### config.mk
export PLATFORM = sky130hd
export DESIGN_NAME = touch_pad_relay_control
export DESIGN_NICKNAME = d
export VERILOG_FILES = /design/src/hdl/tprc_pkg.sv /design/src/hdl/tprc_lane.sv /design/src/hdl/tprc_merge.sv /design/src/hdl/touch_pad_relay_control.sv
export SDC_FILE = /design/constraint.sdc
export NUM_CORES = 2
export LEC_CHECK = 0
export ABC_CLOCK_PERIOD_IN_PS = 35200
export BUFFER_PORTS_ARGS = -buffer_cell sky130_fd_sc_hd__buf_2
export CAP_MARGIN = 20
export CORE_MARGIN = 1.5
export CORE_UTILIZATION = 35
export CTS_BUF_LIST = sky130_fd_sc_hd__clkbuf_8
export DETAILED_ROUTE_END_ITERATION = 12
export PLACE_DENSITY = 0.48
export SYNTH_ARGS = -nofsm -noshare
export SYNTH_HDL_FRONTEND = slang
export SYNTH_SLANG_ARGS = --single-unit
### constraint.sdc
create_clock -name i_clk -period 35.2 [get_ports i_clk]
set_input_delay 8.8 -clock i_clk [delete_from_list [all_inputs] [get_ports i_clk]]
set_output_delay 8.8 -clock i_clk [all_outputs]
set_load 0.02 [all_outputs]
### src/hdl/tprc_pkg.sv
`default_nettype none
package tprc_pkg;

    // Command codes carried in the command field of an input beat.
    localparam logic [1:0] CMD_POLL = 2'd0;
    localparam logic [1:0] CMD_CAL  = 2'd1;
    localparam logic [1:0] CMD_APP  = 2'd2;

    // Last setter of the relay.
    localparam logic [1:0] SRC_BOOT    = 2'd0;
    localparam logic [1:0] SRC_APP     = 2'd1;
    localparam logic [1:0] SRC_ON_PAD  = 2'd2;
    localparam logic [1:0] SRC_OFF_PAD = 2'd3;

    // Configuration register indexes.
    localparam logic [1:0] CFG_DEBOUNCE    = 2'd0;
    localparam logic [1:0] CFG_MIN_BASE    = 2'd1;
    localparam logic [1:0] CFG_ACTIVE_LOW  = 2'd2;

    localparam int CFG_IDX_W  = 2;
    localparam int CFG_DATA_W = 16;

    localparam int RAW_W     = 16;
    localparam int TIME_W    = 32;
    localparam int CAL_SUM_W = 21;
    localparam int CAL_CNT_W = 5;

    localparam int CAL_SAMPLES_DEF = 24;

    localparam logic [15:0] DEBOUNCE_RST = 16'd80;
    localparam logic [15:0] MIN_BASE_RST = 16'd30;
    localparam logic        ACTIVE_LOW_RST = 1'b1;
    localparam logic [RAW_W-1:0] BASE_RST = 16'd70;

    typedef struct packed {
        logic [1:0]        command;
        logic [RAW_W-1:0]  raw_on_pad;
        logic [RAW_W-1:0]  raw_off_pad;
        logic [TIME_W-1:0] time_ms;
        logic              relay_request;
    } t_in_item;

    typedef struct packed {
        logic             relay_state;
        logic             pin_level;
        logic [1:0]       relay_source;
        logic             relay_event;
        logic             on_touched;
        logic             off_touched;
        logic [RAW_W-1:0] on_baseline;
        logic [RAW_W-1:0] off_baseline;
        logic             calibration_done;
    } t_out_item;

    // Per-beat control from the merge stage to both pad lanes.
    typedef struct packed {
        logic accept;
        logic poll;
        logic cal;
        logic cal_done;
    } t_lane_ctl;

    // What one pad lane found for the current beat.
    typedef struct packed {
        logic             touched;
        logic             new_touch;
        logic [RAW_W-1:0] base_next;
    } t_lane_res;

endpackage
`default_nettype wire

### src/hdl/tprc_lane.sv
`default_nettype none
module tprc_lane #(
    parameter int CAL_SAMPLES = tprc_pkg::CAL_SAMPLES_DEF
) (
    input  wire logic                          i_clk,
    input  wire logic                          i_rst_n,
    input  wire tprc_pkg::t_lane_ctl           i_ctl,
    input  wire logic [tprc_pkg::RAW_W-1:0]    i_raw,
    input  wire logic [tprc_pkg::TIME_W-1:0]   i_time_ms,
    input  wire logic [15:0]                   i_debounce,
    input  wire logic [15:0]                   i_min_base,
    output tprc_pkg::t_lane_res                o_res
);

    localparam int RAW_W     = tprc_pkg::RAW_W;
    localparam int TIME_W    = tprc_pkg::TIME_W;
    localparam int SUM_W     = tprc_pkg::CAL_SUM_W;
    // Division by CAL_SAMPLES is a multiply by a rounded-up reciprocal. With a
    // shift of SUM_W plus five bits the rounding error never reaches the
    // next integer for any divisor up to 31, so the quotient is exact.
    localparam int DIV_SHIFT = SUM_W + tprc_pkg::CAL_CNT_W;
    localparam int MULT_W    = DIV_SHIFT + 1;
    localparam int PROD_W    = SUM_W + MULT_W;
    localparam logic [MULT_W-1:0] DIV_MULT = MULT_W'(
        ((64'd1 << DIV_SHIFT) + 64'(CAL_SAMPLES) - 64'd1) / 64'(CAL_SAMPLES));

    logic [RAW_W-1:0]  r_base;
    logic              r_accepted;
    logic [TIME_W-1:0] r_change_time;
    logic [SUM_W-1:0]  r_cal_sum;

    logic [RAW_W+2:0]  raw_x5;
    logic [RAW_W+2:0]  base_x4;
    logic [RAW_W+2:0]  base_x7;
    logic [RAW_W+3:0]  track_sum;
    logic [RAW_W-1:0]  tracked;
    logic              touched;
    logic [TIME_W-1:0] elapsed;
    logic              change_ok;
    logic [SUM_W-1:0]  sum_next;
    logic [PROD_W-1:0] prod;
    logic [RAW_W-1:0]  cal_avg;
    logic [RAW_W-1:0]  n_base;

    always_comb begin
        raw_x5    = {3'b000, i_raw} + {1'b0, i_raw, 2'b00};
        base_x4   = {1'b0, r_base, 2'b00};
        base_x7   = {r_base, 3'b000} - {3'b000, r_base};
        track_sum = {1'b0, base_x7} + {4'b0000, i_raw};
        tracked   = track_sum[RAW_W+2:3];
        touched   = (r_base >= i_min_base) && (raw_x5 < base_x4);
        elapsed   = i_time_ms - r_change_time;
        change_ok = (touched != r_accepted) && (elapsed >= {16'd0, i_debounce});
        sum_next  = r_cal_sum + SUM_W'(i_raw);
        prod      = PROD_W'(sum_next) * PROD_W'(DIV_MULT);
        cal_avg   = prod[DIV_SHIFT +: RAW_W];

        n_base = r_base;
        if (i_ctl.poll && !touched) begin
            n_base = tracked;
        end else if (i_ctl.cal && i_ctl.cal_done) begin
            n_base = cal_avg;
        end

        o_res.touched   = i_ctl.poll & touched;
        o_res.new_touch = i_ctl.poll & change_ok & touched;
        o_res.base_next = n_base;
    end

    always_ff @(posedge i_clk) begin
        if (!i_rst_n) begin
            r_base        <= tprc_pkg::BASE_RST;
            r_accepted    <= 1'b0;
            r_change_time <= '0;
            r_cal_sum     <= '0;
        end else if (i_ctl.accept) begin
            r_base <= n_base;
            if (i_ctl.poll && change_ok) begin
                r_accepted    <= touched;
                r_change_time <= i_time_ms;
            end
            if (i_ctl.cal) begin
                if (i_ctl.cal_done) begin
                    r_accepted <= 1'b0;
                    r_cal_sum  <= '0;
                end else begin
                    r_cal_sum <= sum_next;
                end
            end
        end
    end

endmodule
`default_nettype wire

### src/hdl/tprc_merge.sv
`default_nettype none
module tprc_merge #(
    parameter int CAL_SAMPLES = tprc_pkg::CAL_SAMPLES_DEF
) (
    input  wire logic                 i_clk,
    input  wire logic                 i_rst_n,
    input  wire logic                 i_in_valid,
    input  wire logic [1:0]           i_command,
    input  wire logic                 i_relay_request,
    input  wire logic                 i_active_low,
    input  wire tprc_pkg::t_lane_res  i_on_res,
    input  wire tprc_pkg::t_lane_res  i_off_res,
    input  wire logic                 i_out_stall,
    output tprc_pkg::t_lane_ctl       o_ctl,
    output logic                      o_in_stall,
    output logic                      o_out_valid,
    output tprc_pkg::t_out_item       o_out_item
);

    localparam int CNT_W = tprc_pkg::CAL_CNT_W;

    logic [CNT_W-1:0]    r_cal_count;
    logic                r_relay;
    logic [1:0]          r_source;
    logic                r_out_valid;
    tprc_pkg::t_out_item r_out;

    logic [CNT_W-1:0]    cnt_inc;
    logic                accept;
    logic                cal_done;
    logic                n_relay;
    logic [1:0]          n_source;
    logic                event_hit;
    tprc_pkg::t_out_item n_out;

    always_comb begin
        o_in_stall = r_out_valid & i_out_stall;
        accept     = i_in_valid & ~o_in_stall;
        cnt_inc    = r_cal_count + CNT_W'(1);
        cal_done   = (i_command == tprc_pkg::CMD_CAL) &&
                     ((cnt_inc >= CNT_W'(CAL_SAMPLES)) || (cnt_inc == '0));

        o_ctl.accept   = accept;
        o_ctl.poll     = (i_command == tprc_pkg::CMD_POLL);
        o_ctl.cal      = (i_command == tprc_pkg::CMD_CAL);
        o_ctl.cal_done = cal_done;

        n_relay   = r_relay;
        n_source  = r_source;
        event_hit = 1'b0;
        case (i_command)
            tprc_pkg::CMD_POLL: begin
                // The OFF pad is applied after the ON pad, so it wins a tie.
                if (i_on_res.new_touch) begin
                    n_relay   = 1'b1;
                    n_source  = tprc_pkg::SRC_ON_PAD;
                    event_hit = 1'b1;
                end
                if (i_off_res.new_touch) begin
                    n_relay   = 1'b0;
                    n_source  = tprc_pkg::SRC_OFF_PAD;
                    event_hit = 1'b1;
                end
            end
            tprc_pkg::CMD_APP: begin
                n_relay   = i_relay_request;
                n_source  = tprc_pkg::SRC_APP;
                event_hit = 1'b1;
            end
            default: begin
            end
        endcase

        n_out.relay_state      = n_relay;
        n_out.pin_level        = n_relay ^ i_active_low;
        n_out.relay_source     = n_source;
        n_out.relay_event      = event_hit;
        n_out.on_touched       = i_on_res.touched;
        n_out.off_touched      = i_off_res.touched;
        n_out.on_baseline      = i_on_res.base_next;
        n_out.off_baseline     = i_off_res.base_next;
        n_out.calibration_done = cal_done;

        o_out_valid = r_out_valid;
        o_out_item  = r_out;
    end

    always_ff @(posedge i_clk) begin
        if (!i_rst_n) begin
            r_cal_count <= '0;
            r_relay     <= 1'b0;
            r_source    <= tprc_pkg::SRC_BOOT;
            r_out_valid <= 1'b0;
        end else begin
            if (accept) begin
                r_relay     <= n_relay;
                r_source    <= n_source;
                r_out_valid <= 1'b1;
                if (i_command == tprc_pkg::CMD_CAL) begin
                    r_cal_count <= cal_done ? '0 : cnt_inc;
                end
            end else if (!i_out_stall) begin
                r_out_valid <= 1'b0;
            end
        end
    end

    always_ff @(posedge i_clk) begin
        if (accept) begin
            r_out <= n_out;
        end
    end

endmodule
`default_nettype wire

### src/hdl/touch_pad_relay_control.sv
`default_nettype none
// Channel   Direction  Handshake                 Payload
// in        input      i_in_valid / o_in_stall   i_in_item  (tprc_pkg::t_in_item)
// out       output     o_out_valid / i_out_stall o_out_item (tprc_pkg::t_out_item)
// cfg       input      i_cfg_wr_en               i_cfg_index, i_cfg_data
//
// Every accepted beat yields exactly one result beat in the next cycle, and a new
// beat can be taken on every clock. All pad state updates at the accepting edge,
// so the next beat always sees it; the one output register stalls the input only
// while it is full and held. Reset is synchronous and active low; it restores
// baselines of 70, clears touch flags, change times, calibration sums and the
// relay, and loads debounce 80 ms, minimum baseline 30 and an active-low pin.
module touch_pad_relay_control #(
    parameter int CAL_SAMPLES = tprc_pkg::CAL_SAMPLES_DEF
) (
    input  wire logic                                i_clk,
    input  wire logic                                i_rst_n,
    input  wire logic                                i_in_valid,
    output logic                                     o_in_stall,
    input  wire tprc_pkg::t_in_item                  i_in_item,
    output logic                                     o_out_valid,
    input  wire logic                                i_out_stall,
    output tprc_pkg::t_out_item                      o_out_item,
    input  wire logic                                i_cfg_wr_en,
    input  wire logic [tprc_pkg::CFG_IDX_W-1:0]      i_cfg_index,
    input  wire logic [tprc_pkg::CFG_DATA_W-1:0]     i_cfg_data
);

    // Configuration registers. Writes to an unused index are dropped.
    logic [15:0] r_debounce;
    logic [15:0] r_min_base;
    logic        r_active_low;

    always_ff @(posedge i_clk) begin
        if (!i_rst_n) begin
            r_debounce   <= tprc_pkg::DEBOUNCE_RST;
            r_min_base   <= tprc_pkg::MIN_BASE_RST;
            r_active_low <= tprc_pkg::ACTIVE_LOW_RST;
        end else if (i_cfg_wr_en) begin
            case (i_cfg_index)
                tprc_pkg::CFG_DEBOUNCE:   r_debounce   <= i_cfg_data;
                tprc_pkg::CFG_MIN_BASE:   r_min_base   <= i_cfg_data;
                tprc_pkg::CFG_ACTIVE_LOW: r_active_low <= i_cfg_data[0];
                default: begin
                end
            endcase
        end
    end

    // The merge stage owns the handshake and the per-beat control that both pad
    // lanes share, including the calibration sample count.
    tprc_pkg::t_lane_ctl lane_ctl;
    tprc_pkg::t_lane_res on_res;
    tprc_pkg::t_lane_res off_res;

    // Two identical lanes, one per pad. Each holds its baseline, its debounced
    // touch flag with the time of the last accepted change, and its
    // calibration sum, and reports detection and a newly accepted touch.
    tprc_lane #(
        .CAL_SAMPLES (CAL_SAMPLES)
    ) u_on_lane (
        .i_clk      (i_clk),
        .i_rst_n    (i_rst_n),
        .i_ctl      (lane_ctl),
        .i_raw      (i_in_item.raw_on_pad),
        .i_time_ms  (i_in_item.time_ms),
        .i_debounce (r_debounce),
        .i_min_base (r_min_base),
        .o_res      (on_res)
    );

    tprc_lane #(
        .CAL_SAMPLES (CAL_SAMPLES)
    ) u_off_lane (
        .i_clk      (i_clk),
        .i_rst_n    (i_rst_n),
        .i_ctl      (lane_ctl),
        .i_raw      (i_in_item.raw_off_pad),
        .i_time_ms  (i_in_item.time_ms),
        .i_debounce (r_debounce),
        .i_min_base (r_min_base),
        .o_res      (off_res)
    );

    // The merge stage resolves the relay: ON pad first, then OFF pad, so a
    // simultaneous press leaves the relay off. App requests set it directly.
    tprc_merge #(
        .CAL_SAMPLES (CAL_SAMPLES)
    ) u_merge (
        .i_clk           (i_clk),
        .i_rst_n         (i_rst_n),
        .i_in_valid      (i_in_valid),
        .i_command       (i_in_item.command),
        .i_relay_request (i_in_item.relay_request),
        .i_active_low    (r_active_low),
        .i_on_res        (on_res),
        .i_off_res       (off_res),
        .i_out_stall     (i_out_stall),
        .o_ctl           (lane_ctl),
        .o_in_stall      (o_in_stall),
        .o_out_valid     (o_out_valid),
        .o_out_item      (o_out_item)
    );

endmodule
`default_nettype wire
# Word level (Yosys, flattened, before mapping)
# Index checks and enable logic that the tools add are counted.
word_totals:
  ff_bits: 222
  in_bits: 90
  wordCells: 107
classes:
  addsub: 11
  n_mul: 2
  order_cmp: 7
  eq_ne: 7
  mux: 24
  bitwise: 10
  n_reduce_logical: 22
op_table:
  columns: ["operator", "n"]
  rows:
  - ["$mul 21x22->42 const B", 2]
  - ["$ge 32x16->1", 2]
  - ["$mux 16", 4]
  - ["$sub 32x32->32", 2]
  - ["$add 21x16->21", 2]
  - ["$mux 21", 2]
  - ["$add 16x18->19", 2]
  - ["$add 19x16->19", 2]
  - ["$lt 19x18->1", 2]
  - ["$sub 19x16->19", 2]
  - ["$ge 16x16->1", 2]
  - ["$mux 1", 12]
  - ["$reduce_and 2->1", 6]
  - ["$logic_and 1x1->1", 10]
  - ["$and 1x1->1", 8]
  - ["$add 5x1->5 const B", 1]
  - ["$ge 5x5->1 const B", 1]
  - ["$logic_not 5->1", 1]
  - ["$mux 5", 1]
  - ["$eq 2x1->1 const B", 2]
  - ["$eq 2x2->1 const B", 2]
  - ["$logic_not 2->1", 2]
  - ["$mux 2", 2]
  - ["$pmux 1 s2", 2]
  - ["7 further kinds", 9]

# Longest topological paths before layout
depth:
  ltp_word: 11
  depth_mapped: 37
  depth_no_buf: 37

# Modules after synthesis
# A second synthesis with hierarchy kept.
hier_totals:
  cells_unflattened: 3737
  area_unflattened_um2: 32411.1
by_module_without_submodules:
  columns: ["mod", "n_inst", "cells_per_inst", "area_each_um2"]
  rows:
  - ["tprc_lane at u_on_lane", 1, 1744, 14694.1]
  - ["tprc_lane at u_off_lane", 1, 1750, 14580.2]
  - ["tprc_merge", 1, 109, 1788.0]
  - ["touch_pad_relay_control", 1, 134, 1348.8]

# Least setup slack after synthesis
# No wires, ideal clock.
synth_timing:
  kind: "input port to output port"
  startpoint: "input port i_out_stall"
  endpoint: "output port o_in_stall"
  arrival_ns: 9.016
  required_ns: 26.400
  setup_slack_ns: 17.384
  path_stages: 2
  cell_sequence: "nand2_1 -> inv_1"
synth_between:
  elab_chain_len: 1
synth_rtl:
  columns: ["item", "line", "text"]
  rows:
  - ["start, declared", "touch_pad_relay_control.sv:22", "input wire logic i_out_stall,"]
  - ["$and 1x1->1", "tprc_merge.sv:37", "o_in_stall = r_out_valid & i_out_stall;"]
  - ["end, declared", "touch_pad_relay_control.sv:19", "output logic o_in_stall,"]
# No other way between the ends.

# Final worst setup path
layout_timing:
  startpoint: "input port i_in_item[33] in the netlist's numbering"
  endpoint: "register u_off_lane.r_base[12]"
layout_between:
  elab_chain_len: 6
  elab_cells_between_ends: 10
  classes_between: "add/sub: 3; mul: 1; order compare: 1; mux: 2; reduce/logical: 3"
layout_rtl:
  columns: ["item", "line", "text"]
  rows:
  - ["start, declared", "touch_pad_relay_control.sv:20", "input wire tprc_pkg::t_in_item i_in_item,"]
  - ["parallel branches: the longest is 5 deep, another holds $mul 21x22->42", null, null]
  - ["$mux 16 (*)", "tprc_lane.sv:59", "if (i_ctl.poll && !touched) begin"]
  - ["end signal, assigned", "tprc_lane.sv:72", "r_base <= tprc_pkg::BASE_RST;"]
  - ["end signal, assigned", "tprc_lane.sv:77", "r_base <= n_base;"]
  - ["end, declared", "tprc_lane.sv:27", "logic [RAW_W-1:0] r_base;"]
# Every way passes the cells marked *.
# A chain may end at the register's enable or synchronous reset.

==> results.tsv <==
metric	value	unit
run_status	finished, final reports clean	
first_global_vias	26100	
worst_setup_path_start_kind	input pin	
clock_path_buffers	3	
critPathMaxStageDelay	640	ps
netlist-cell-type-count	80	
cts.reportedPaths.clkPinSlew	80	ps
worstHoldPathType	flop to flop	
cts_post_setup_buffers_inserted	0	
global_route.usage.total	0.201	
post-route-cell-area	35000	sq um
post_synthesis_instance_total	3750	
n_fill_cell	9331	
pin_count	132	
worst-setup-path-type	input pin to flop	
totalNegativeSetupSlack	0	ps
synth.cell_area	31900	sq um
vias	26000	
r2r_setup_slack	24700	ps
cp_max_fo	5	
globalRoute.totalOverflow	0	
slew_headroom	0.286	
clock_sinks	222	
gp_routability_congestion	0.872	
placeableCoreArea	90100	sq um
firstDrtPassIters	5	
viasPerCell	5.12	
worstMarginPinSlew	1070	ps
portBuffers	131	
finalMaxSlewViolations	0	
worst_ir_drop_vdd	188	uV
critPathSlowestCell	sky130_fd_sc_hd__a2111oi_0	
finalWirelength	94100	um
crit_arrival	19000	ps
critPathCaptureType	flop	
dpl-instance-area	33900	sq um
fin_crit_sh	0.525	
period_needed	18470	ps
clock-skew-final	33.7	ps
postSynthAreaPerCell	8.51	sq um
flops_latches_synth	222	
place.detailed.hpwl	77800	um
detail-route-antenna-nets	0	
die-width	305	um
finalSetupViolations	0	
multiInputGateArea	24100	sq um
pwr_density_cell	108	nW/um^2
critPathRequiredTime	35730	ps
core.rowCount	110	
post_cts_sizing	0	
cts_buffers	46	
tritoncts	built	
sequential_cell_area_fraction_in_the_yosys_report	0.152	
drc	0	
place_worst_setup_slack	16140	ps
async_reset_ff_frac	0	
yosys_warnings	0	
final_hold_viol_count	0	
synth_flop_cell	sky130_fd_sc_hd__dfxtp_1	
final-seq-area	4840	sq um
rsz0062_at_grt	no	
most_common_cell_after_layout_fill_and_taps_aside	sky130_fd_sc_hd__inv_1	
synth_nets	4700	
pin_count_of_the_biggest_net_entering_global_routing	64	
critical-path-top-cell-by-count	sky130_fd_sc_hd__fa_1	
design.die.area	93000	sq um
htree_levels	2	
fin_nets	4811	
postCtsHoldBufs	0	
setup_slack	16730	ps
grt_antenna_before_repair	4	
initial_utilization	0.354	
final_layout_size_suffix_gt1_frac	0.0724	
routed_len_inst	18.6	um
static-leakage-power	16.8	nW
detailedRoute.firstIterationViolations	1440	
cts_root_buf	sky130_fd_sc_hd__clkbuf_8	
max_cap_viol_count	0	
chipHeight	305	um
area.growth.synth_to_final	9.54	%
timing.fmax	54.2	MHz
highest_count_cells_in_the_layout_ignoring_fill_and_taps	sky130_fd_sc_hd__inv_1 (729), sky130_fd_sc_hd__ha_1 (586), sky130_fd_sc_hd__fa_1 (274), sky130_fd_sc_hd__a21oi_1 (273), sky130_fd_sc_hd__nand2_1 (220)	
worstSkewPairLatency	640	ps
grt_first_pass_wirelength	148000	um
synth_edf_count	40	
==> worst paths after layout <==
path                           endpoint               startpoint  cells after the start
setup reg to reg  u_off_lane.r_base[12]  u_off_lane.r_cal_sum[0]                     36
hold reg to reg          r_min_base[10]           r_min_base[10]                      2
setup / recovery  u_off_lane.r_base[12]            i_in_item[33]                     37
hold / removal           r_min_base[10]           r_min_base[10]                      2
==> cell type report <==
cell class                      count  area share
Sequential cell                   222       0.139
Clock buffer                       56      0.0220
Inverter                          721      0.0775
Clock inverter                     27     0.00766
Multi-Input combinational cell   2713       0.688
Tap cell                         1176      0.0421
Timing Repair Buffer              157      0.0244
Antenna cell                        2    0.000143
==> metrics by stage <==
stage | hold WS, ps | power (mW) | cells | utilization
5_1_grt | 466 | 4.33 | 5074 | 0.388
4_1_cts | 455 | 3.84 | 5072 | 0.388
3_5_place_dp | 447 | 3.48 | 4989 | 0.376
3_3_place_gp | 445 | 3.51 | 4988 | 0.376
2_1_floorplan | 436 | 2.62 | 3750 | -
6_report | 453 | 3.78 | 5074 | 0.388
==> sequential cells by signal (all words and copies together), names as in the netlist <==
signal                    cells
u_on_lane.r_change_time      32
u_off_lane.r_accepted         1
u_off_lane.r_base            16
u_on_lane.r_base             16
u_merge.r_source              2
u_merge.o_out_valid           1
u_off_lane.r_cal_sum         21
r_active_low                  1
u_merge.o_out_item           40
u_merge.r_relay               1
r_min_base                   16
u_on_lane.r_accepted          1
u_off_lane.r_change_time     32
u_merge.r_cal_count           5
u_on_lane.r_cal_sum          21
r_debounce                   16
==> layer usage <==
metal | track usage | vias to the layer above | wire length [um]
li1 | - | 13000 | -
met1 | 0.278 | 12400 | 45100
met5 | 0 | - | 25
met4 | 0.0413 | 4 | 1740
met3 | 0.0286 | 103 | 4210
met2 | 0.334 | 469 | 43000
==> cell families after synthesis <==
family	Yosys count	synth area share
adders and majority gates	860	0.401
and+or+nand+nor	809	0.123
AOI/OAI and AO/OA	823	0.165
xor gates and xnor gates	175	0.0484
DFF	222	0.152
buffers and inverters	815	0.0960
muxes	46	0.0150
==> synth_stat cells (16+ instances only) <==
| cell type | instances | area, sq um |
|---|---|---|
| sky130_fd_sc_hd__mux2i_1 | 41 | 410 |
| sky130_fd_sc_hd__a31oi_1 | 34 | 213 |
| sky130_fd_sc_hd__edfxtp_1 | 40 | 1200 |
| sky130_fd_sc_hd__o21a_1 | 36 | 270 |
| sky130_fd_sc_hd__nand4_1 | 27 | 169 |
| sky130_fd_sc_hd__xnor2_1 | 113 | 990 |
| sky130_fd_sc_hd__and3_1 | 25 | 156 |
| sky130_fd_sc_hd__nand2_1 | 221 | 830 |
| sky130_fd_sc_hd__ha_1 | 586 | 7330 |
| sky130_fd_sc_hd__o211ai_1 | 44 | 330 |
| sky130_fd_sc_hd__nor2_1 | 198 | 743 |
| sky130_fd_sc_hd__nor3_1 | 53 | 265 |
| sky130_fd_sc_hd__or2_2 | 18 | 113 |
| sky130_fd_sc_hd__nand3_1 | 106 | 531 |
| sky130_fd_sc_hd__inv_1 | 718 | 2700 |
| sky130_fd_sc_hd__a211oi_1 | 26 | 195 |
| sky130_fd_sc_hd__clkbuf_1 | 86 | 323 |
| sky130_fd_sc_hd__a21oi_1 | 273 | 1370 |
| sky130_fd_sc_hd__or3_1 | 22 | 138 |
| sky130_fd_sc_hd__a21o_1 | 72 | 541 |
| sky130_fd_sc_hd__dfxtp_1 | 182 | 3640 |
| sky130_fd_sc_hd__a22oi_1 | 30 | 225 |
| sky130_fd_sc_hd__xor2_1 | 61 | 534 |
| sky130_fd_sc_hd__o21bai_1 | 23 | 173 |
| sky130_fd_sc_hd__o21ai_0 | 143 | 716 |
| sky130_fd_sc_hd__fa_1 | 274 | 5490 |
| sky130_fd_sc_hd__o31ai_1 | 17 | 128 |
| sky130_fd_sc_hd__nand2b_1 | 33 | 206 |
| sky130_fd_sc_hd__a2111oi_0 | 16 | 140 |
| sky130_fd_sc_hd__nor2b_1 | 36 | 225 |
==> critical path: cells and delay by family <==
family	cells	cell delay, ps
compound gates	10	2660
xor+xnor	1	440
fa+ha+maj	10	4320
simple gates	9	2120
buf+inv	7	620
==> power by group <==
part	switching, mW	internal [mW]	total, mW
clock	0.131	0.187	0.319
sequential	0.0137	0.278	0.292
combinational	1.85	1.32	3.17
total	2.00	1.79	3.78
Power figures use the tool's default switching activity.
